--- config.mk ---
export PLATFORM = sky130hd
export DESIGN_NAME = wire_format_field_tokenizer
export DESIGN_NICKNAME = d
export VERILOG_FILES = /design/src/wft_pkg.sv /design/src/wire_format_field_tokenizer.sv
export SDC_FILE = /design/constraint.sdc
export NUM_CORES = 2
export LEC_CHECK = 0
export ABC_AREA = 1
export BUFFER_PORTS_ARGS = -buffer_cell sky130_fd_sc_hd__clkbuf_2
export CORE_MARGIN = 8
export CORE_UTILIZATION = 56
export DETAILED_ROUTE_END_ITERATION = 8
export PLACE_DENSITY_LB_ADDON = 0.2
export SLEW_MARGIN = 20
export SYNTH_ARGS = -nofsm -noshare
export SYNTH_HDL_FRONTEND = slang
export SYNTH_SLANG_ARGS = --single-unit
--- constraint.sdc ---
create_clock -name clk -period 11.6 [get_ports clk]
set_clock_uncertainty 0.1 [all_clocks]
set_input_delay 0.58 -clock clk [delete_from_list [all_inputs] [get_ports clk]]
set_output_delay 0.58 -clock clk [all_outputs]
set_load 0.005 [all_outputs]
--- src/wft_pkg.sv ---
`timescale 1ns / 1ps

package wft_pkg;

  localparam int OFFSET_BITS      = 32;
  localparam int MAX_VARINT_BYTES = 10;
  localparam int VARINT_BITS      = 7;
  localparam int FIFO_DEPTH       = 4;
  localparam int FIFO_AW          = $clog2(FIFO_DEPTH);

  // Wire types carried in the low three bits of a tag.
  localparam logic [2:0] WT_VARINT  = 3'd0;
  localparam logic [2:0] WT_FIXED64 = 3'd1;
  localparam logic [2:0] WT_LEN     = 3'd2;
  localparam logic [2:0] WT_FIXED8  = 3'd3;
  localparam logic [2:0] WT_FIXED16 = 3'd4;
  localparam logic [2:0] WT_FIXED32 = 3'd5;
  localparam logic [2:0] WT_BAD_LO  = 3'd6;
  localparam logic [2:0] WT_BAD_HI  = 3'd7;

  typedef enum logic [2:0] {
    ST_FIELD       = 3'd0,
    ST_DONE        = 3'd1,
    ST_TRUNCATED   = 3'd2,
    ST_LEN_PAST    = 3'd3,
    ST_INVALID     = 3'd4
  } status_t;

  typedef struct packed {
    logic [7:0] data_byte;
    logic       end_of_buffer;
  } in_item_t;

  typedef struct packed {
    status_t     status;
    logic [60:0] field_id;
    logic [2:0]  wire_type;
    logic [63:0] field_value;
    logic [31:0] field_offset;
    logic        last_of_run;
  } out_item_t;

  // Number of value bytes for the fixed-size wire types.
  function automatic logic [3:0] fixed_len(input logic [2:0] wtype);
    logic [3:0] len;
    case (wtype)
      WT_FIXED64: len = 4'd8;
      WT_FIXED8:  len = 4'd1;
      WT_FIXED16: len = 4'd2;
      WT_FIXED32: len = 4'd4;
      default:    len = 4'd0;
    endcase
    return len;
  endfunction

endpackage

--- src/wire_format_field_tokenizer.sv ---
`timescale 1ns / 1ps

// Splits a serialized wire-format buffer, presented one byte per item, into
// field records. Each accepted byte is decoded in the cycle it is taken and its
// results (none, one or two) enter a four-entry result queue; a byte may be
// accepted every cycle while the queue holds at most two results, so the
// sustained rate is one byte per cycle, falling only when the consumer stalls.
// A byte that yields two results (a field that completes on the marked last
// byte) always follows one that yields none, so it never fills the queue on
// its own. Results appear on the output at the earliest in the cycle after
// their byte is taken.
// A field record is issued on the byte that completes its value, for
// length-delimited fields as soon as the length is known; errors stop the
// parse until the marked last byte, after which a new buffer starts at offset
// zero.
module wire_format_field_tokenizer
  import wft_pkg::*;
(
  input  logic      clk,
  input  logic      rst_n,
  input  logic      in_valid,
  output logic      in_stall,
  input  in_item_t  in_data,
  output logic      out_valid,
  input  logic      out_stall,
  output out_item_t out_data
);

  typedef enum logic [2:0] {
    PH_TAG     = 3'd0,
    PH_VARVAL  = 3'd1,
    PH_FIXED   = 3'd2,
    PH_LEN     = 3'd3,
    PH_PAYLOAD = 3'd4
  } phase_t;

  phase_t                 phase_r,  phase_nxt;
  logic [63:0]            acc_r,    acc_nxt;
  logic [3:0]             cnt_r,    cnt_nxt;
  logic [63:0]            tag_r,    tag_nxt;
  logic [63:0]            rem_r,    rem_nxt;
  logic [OFFSET_BITS-1:0] pos_r,    pos_nxt;
  logic [OFFSET_BITS-1:0] fstart_r, fstart_nxt;
  logic                   stop_r,   stop_nxt;

  out_item_t              fifo_r [FIFO_DEPTH];
  logic [FIFO_AW-1:0]     wr_ptr_r, wr_ptr_nxt;
  logic [FIFO_AW-1:0]     rd_ptr_r, rd_ptr_nxt;
  logic [FIFO_AW:0]       fill_r,   fill_nxt;

  logic                   in_take;
  logic                   out_take;
  logic [7:0]             b;
  logic [OFFSET_BITS-1:0] pos_next;
  logic [6:0]             vsh;
  logic [63:0]            vacc;
  logic [5:0]             fsh;
  logic [63:0]            facc;
  logic [3:0]             cnt_inc;
  logic                   v_done;
  logic                   v_long;
  logic [63:0]            rem_dec;
  logic                   rec0_v, rec1_v;
  out_item_t              rec0, rec1;
  out_item_t              push0, push1;
  logic [1:0]             push_cnt;

  function automatic out_item_t make_rec(input status_t st, input logic [63:0] tag,
                                         input logic [63:0] val,
                                         input logic [OFFSET_BITS-1:0] off);
    out_item_t rec;
    rec.status       = st;
    rec.field_id     = tag[63:3];
    rec.wire_type    = tag[2:0];
    rec.field_value  = val;
    rec.field_offset = 32'(off);
    rec.last_of_run  = 1'b0;
    return rec;
  endfunction

  assign in_stall  = fill_r > (FIFO_AW+1)'(FIFO_DEPTH - 2);
  assign in_take   = in_valid && !in_stall;
  assign out_valid = fill_r != '0;
  assign out_data  = fifo_r[rd_ptr_r];
  assign out_take  = out_valid && !out_stall;

  assign b        = in_data.data_byte;
  assign pos_next = pos_r + 1'b1;
  assign cnt_inc  = cnt_r + 4'd1;

  // Varint step: seven payload bits per byte, bits past 64 are dropped.
  assign vsh    = 7'(cnt_r) * 7'(VARINT_BITS);
  assign vacc   = (vsh < 7'd64) ? (acc_r | (64'(b[6:0]) << vsh)) : acc_r;
  assign v_done = !b[7];
  assign v_long = b[7] && (cnt_inc >= 4'(MAX_VARINT_BYTES));

  // Fixed step: little-endian bytes.
  assign fsh  = {cnt_r[2:0], 3'b000};
  assign facc = (cnt_r < 4'd8) ? (acc_r | (64'(b) << fsh)) : acc_r;

  assign rem_dec = (rem_r != '0) ? rem_r - 64'd1 : rem_r;

  always_comb begin
    phase_nxt  = phase_r;
    acc_nxt    = acc_r;
    cnt_nxt    = cnt_r;
    tag_nxt    = tag_r;
    rem_nxt    = rem_r;
    pos_nxt    = pos_r;
    fstart_nxt = fstart_r;
    stop_nxt   = stop_r;
    rec0_v     = 1'b0;
    rec1_v     = 1'b0;
    rec0       = '0;
    rec1       = '0;

    if (!stop_r) begin
      case (phase_r)
        PH_TAG: begin
          if (cnt_r == '0) begin
            fstart_nxt = pos_r;
          end
          acc_nxt = vacc;
          cnt_nxt = cnt_inc;
          if (v_long) begin
            rec0_v   = 1'b1;
            rec0     = make_rec(ST_TRUNCATED, '0, '0, pos_next);
            stop_nxt = 1'b1;
          end else if (v_done) begin
            tag_nxt = vacc;
            acc_nxt = '0;
            cnt_nxt = '0;
            case (vacc[2:0])
              WT_VARINT: phase_nxt = PH_VARVAL;
              WT_LEN:    phase_nxt = PH_LEN;
              WT_FIXED64, WT_FIXED8, WT_FIXED16, WT_FIXED32: phase_nxt = PH_FIXED;
              default: begin
                rec0_v   = 1'b1;
                rec0     = make_rec(ST_INVALID, vacc, '0, pos_next);
                stop_nxt = 1'b1;
              end
            endcase
          end
        end
        PH_VARVAL, PH_LEN: begin
          acc_nxt = vacc;
          cnt_nxt = cnt_inc;
          if (v_long) begin
            rec0_v   = 1'b1;
            rec0     = make_rec(ST_TRUNCATED, tag_r, '0, pos_next);
            stop_nxt = 1'b1;
          end else if (v_done) begin
            rec0_v = 1'b1;
            rec0   = make_rec(ST_FIELD, tag_r, vacc, fstart_r);
            // A zero length has no payload to skip.
            if (phase_r == PH_LEN && vacc != '0) begin
              rem_nxt   = vacc;
              phase_nxt = PH_PAYLOAD;
            end else begin
              phase_nxt = PH_TAG;
            end
            acc_nxt = '0;
            cnt_nxt = '0;
          end
        end
        PH_FIXED: begin
          acc_nxt = facc;
          cnt_nxt = cnt_inc;
          if (cnt_inc >= fixed_len(tag_r[2:0])) begin
            rec0_v    = 1'b1;
            rec0      = make_rec(ST_FIELD, tag_r, facc, fstart_r);
            acc_nxt   = '0;
            cnt_nxt   = '0;
            phase_nxt = PH_TAG;
          end
        end
        PH_PAYLOAD: begin
          rem_nxt = rem_dec;
          if (rem_dec == '0) begin
            phase_nxt = PH_TAG;
          end
        end
        default: begin
        end
      endcase
    end

    if (in_data.end_of_buffer) begin
      if (!stop_nxt) begin
        rec1_v = 1'b1;
        if (phase_nxt == PH_TAG && cnt_nxt == '0) begin
          rec1 = make_rec(ST_DONE, '0, '0, pos_next);
        end else if (phase_nxt == PH_PAYLOAD) begin
          rec1 = make_rec(ST_LEN_PAST, tag_nxt, rem_nxt, pos_next);
        end else if (phase_nxt == PH_TAG) begin
          rec1 = make_rec(ST_TRUNCATED, '0, '0, pos_next);
        end else begin
          rec1 = make_rec(ST_TRUNCATED, tag_nxt, '0, pos_next);
        end
      end
      phase_nxt  = PH_TAG;
      acc_nxt    = '0;
      cnt_nxt    = '0;
      tag_nxt    = '0;
      rem_nxt    = '0;
      pos_nxt    = '0;
      fstart_nxt = '0;
      stop_nxt   = 1'b0;
    end else begin
      pos_nxt = pos_next;
    end
  end

  // Queue write: the first result of a byte goes to the write pointer, a
  // second one to the slot after it. Only the final one carries last_of_run.
  always_comb begin
    push0 = rec0_v ? rec0 : rec1;
    push1 = rec1;
    push0.last_of_run = !(rec0_v && rec1_v);
    push1.last_of_run = 1'b1;
    push_cnt = in_take ? (2'(rec0_v) + 2'(rec1_v)) : 2'd0;
    wr_ptr_nxt = wr_ptr_r + FIFO_AW'(push_cnt);
    rd_ptr_nxt = rd_ptr_r + FIFO_AW'(out_take);
    fill_nxt   = fill_r + (FIFO_AW+1)'(push_cnt) - (FIFO_AW+1)'(out_take);
  end

  always_ff @(posedge clk) begin
    if (!rst_n) begin
      phase_r  <= PH_TAG;
      acc_r    <= '0;
      cnt_r    <= '0;
      tag_r    <= '0;
      rem_r    <= '0;
      pos_r    <= '0;
      fstart_r <= '0;
      stop_r   <= 1'b0;
      wr_ptr_r <= '0;
      rd_ptr_r <= '0;
      fill_r   <= '0;
    end else begin
      if (in_take) begin
        phase_r  <= phase_nxt;
        acc_r    <= acc_nxt;
        cnt_r    <= cnt_nxt;
        tag_r    <= tag_nxt;
        rem_r    <= rem_nxt;
        pos_r    <= pos_nxt;
        fstart_r <= fstart_nxt;
        stop_r   <= stop_nxt;
        if (push_cnt != 2'd0) begin
          fifo_r[wr_ptr_r] <= push0;
        end
        if (push_cnt == 2'd2) begin
          fifo_r[wr_ptr_r + FIFO_AW'(1)] <= push1;
        end
      end
      wr_ptr_r <= wr_ptr_nxt;
      rd_ptr_r <= rd_ptr_nxt;
      fill_r   <= fill_nxt;
    end
  end

endmodule

==> impl_metrics.yaml <==
run_status:
  status: "complete, no violations"
grt:
  gr-total-overflow: 0
  grt_pass1_wl_um: 317000
  antenna_found_initial: 1
  grt_max_degree: 194
  grt_pass1_vias: 52100
  grt_usage: 0.359
logic_synthesis:
  synth_largest_area_cell: "edfxtp_1"
  synth_flop_cell: "edfxtp_1"
  netlist.area_leader.share: 0.340
  ys_top_cells_by_area: "edfxtp_1, nand2_1, dfxtp_1"
  synth_compound_area_frac: 0.163
  async_flop_share: 0
  yosys.area_share.simple: 0.310
  synth_nets: 7789
  synth.area.mux_share: 0
  yosys_warnings: 0
  seq_area_frac_synth: 0.438
  synthAdderAreaFrac: 0.00599
  synth_top_family_by_area: "simple AND/OR/NAND/NOR gates"
  avgSynthCellArea_um2: 7.38
  ys_types: 53
  synthesis.area_um2: 57200
  syn-instance-count: 7751
  synth_xor_area_frac: 0.00643
  synth_edf_count: 648
  ys_seq_elements: 927
placed_design:
  portBuffers: 178
  dpl_cell_area_um2: 58600
  gp_congestion: 1.05
  place_hpwl_um: 134000
finish:
  area_growth_pct: 8.49
  layout-drive-gt1-share: 0.0937
  nets: 7592
  final_area_um2: 62100
  antenna_cells: 0
routing:
  wl_met1_um: 82500
  antenna_left: 0
  vias: 57300
  dr.max_layer_used: "met5"
  vias_per_cell: 6.36
  drtIter0Drc: 9382
  drc: 0
  routedWlPerCell_um: 23.4
  dr_wl_met3_um: 29300
  wl_met2_um: 90500
  dr.pass1.iters: 7
  wirelength_um: 211000
floorplan:
  die_area_um2: 113000
  fp.coreArea_um2: 102000
  die_w_um: 336
  row_count: 117
  num_io_pins: 179
  die_h_um: 336
  start_util: 0.563
timing:
  layout_worst_path_cycle_share: 0.733
  setup_viol: 0
  period_minus_slack_ns: 8.51
  hold_viol: 0
  fmax_mhz: 118
  relSlewSlack: 0.159
  worst_pin_slew_ns: 1.25
  rsz0062_at_grt: "false"
  slew_violations: 0
  setup_tns_ns: 0
power:
  p_leak_nw: 24.2
  ir_drop_mv: 0.149
  powerDensity_nw_per_um2: 162
setup_path:
  crit_top_cell: "inv_1"
  r2r_slack_ns: 3.09
  cpPeakStageDelay_ns: 0.95
  critPathTopFamily: "buffers and inverters"
  required_ns: 12.06
  path_max_fanout: 78
  cp-end-kind: "register"
  cp-start-kind: "register"
  critPathBufInv: 11
  crit_slowest_cell: "dfxtp_1"
  arrival_ns: 8.97
  critical_path_class: "reg2reg"
cts:
  ctsHoldBuffers: 0
  clk_latency_ns: 0.72
  clk_pin_slew_ns: 0.07
  cts_buffer_depth: 3
  cts_tree: "done"
  cts-root-buf: "clkbuf_16"
  cts_setup_buffers: 0
  clkSinkCount: 927
  cts_made_buffers: 102
  htree_levels: 3
  cts_resized: 0
hold_path:
  hp-class: "in2reg"
flow_run:
  drv_cap: 0
==> metal layers <==
metal	global-route usage	up-vias
met5	0	-
met2	0.535	3971
met4	0.139	2
met3	0.0856	526
li1	-	26000
met1	0.505	26800
==> cells in the mapped netlist, types with 9 or more instances <==
master	number
o22ai_1	332
nor3_2	13
nand2_1	2195
nand2_2	68
inv_2	23
o21bai_1	10
nor3_1	36
inv_1	477
nor2_1	709
clkbuf_1	441
buf_1	35
o31ai_1	45
o21ai_0	498
ha_1	21
dfxtp_1	279
o221ai_1	59
a21oi_1	347
buf_2	68
buf_4	9
edfxtp_1	648
nand4_1	34
buf_6	21
o21ai_1	37
a21oi_4	58
a22oi_1	11
nand3_1	1020
nand3_2	51
xor2_1	38
o211ai_1	82
==> worst register-to-register path, cell delays in order, from the launching register on <==
cell      delay, ns
dfxtp_1        0.95
inv_2          0.45
ha_1           0.46
ha_1           0.30
inv_1          0.04
o21bai_1       0.11
a31oi_1        0.15
nand2_1        0.10
nand2_2        0.05
buf_4          0.35
nand2_2        0.18
buf_4          0.61
inv_1          0.09
nand2_1        0.19
nand2_8        0.45
inv_4          0.48
ha_1           0.33
inv_1          0.06
nor2_1         0.18
inv_1          0.13
nor3_1         0.16
inv_1          0.14
nor3_2         0.17
buf_4          0.84
buf_4          0.92
nand2_1        0.23
nand2_1        0.11
==> registers in the layout (all words and copies together) (netlist names) <==
register and count:
wr_ptr_r 2, fstart_r 32, acc_r 64, tag_r 64, stop_r 1, rd_ptr_r 2, rem_r 64, phase_r 3
fill_r 3, fifo_r 656, cnt_r 4, pos_r 32
==> stage by stage <==
stage | instances | power (mW) | hold slack [ns] | setup slack [ns] | util
detailed placement | 8817 | 6.61 | 0.354 | 3.33 | 0.577
global route | 9009 | 10.4 | 0.150 | 2.67 | 0.611
CTS | 9008 | 9.98 | 0.106 | 3.29 | 0.611
finish | 9009 | 10.0 | 0.157 | 3.09 | 0.611
global placement | 8817 | 6.58 | 0.349 | 3.49 | 0.577
floorplan | 7751 | 5.54 | 0.340 | 3.17 | -
==> cells in the final DEF (no fill, tap or decap), drive strengths merged, types with 98 or more instances in the layout <==
cell type     n
o21ai       537
o22ai       332
dfxtp       279
nor2        723
buf          98
a21oi       412
edfxtp      648
inv         504
nand2      2265
nand3      1071
clkbuf      324
==> logic make-up (layout without fill, tap and decap cells) <==
| logic type | after synthesis | in the layout |
|---|---|---|
| AND/OR/NAND/NOR | 4164 | 4164 |
| AO/OA/AOI/OAI | 1512 | 1512 |
| buffers and inverters | 1081 | 971 |
| flip-flops | 927 | 927 |
| XOR/XNOR | 42 | 42 |
| adder cells (fa/ha/maj) | 25 | 25 |
==> layout make-up <==
class,count,area (um2)
fillers,9151,39500
multi-input cells,5743,28000
well taps,1368,1710
repair buffers,276,1930
flip-flops and latches,927,25100
inverters,504,1910
clock inverters,45,558
clock buffers,146,2920
==> worst paths after layout <==
kind / startpoint / end / cells after the start
min reg2reg: fstart_r[0] / fstart_r[0] / 2
max reg2reg: cnt_r[1] / fifo_r[3][133] / 26
min: rst_n / rd_ptr_r[0] / 3
max: cnt_r[1] / fifo_r[3][133] / 26
==> where the power goes <==
part / internal, mW / switching [mW]
Combinational: 0.726 / 2.14
Clock: 2.01 / 1.42
Sequential: 3.66 / 0.0857
Total: 6.40 / 3.65
Power figures use the tool's default switching activity.
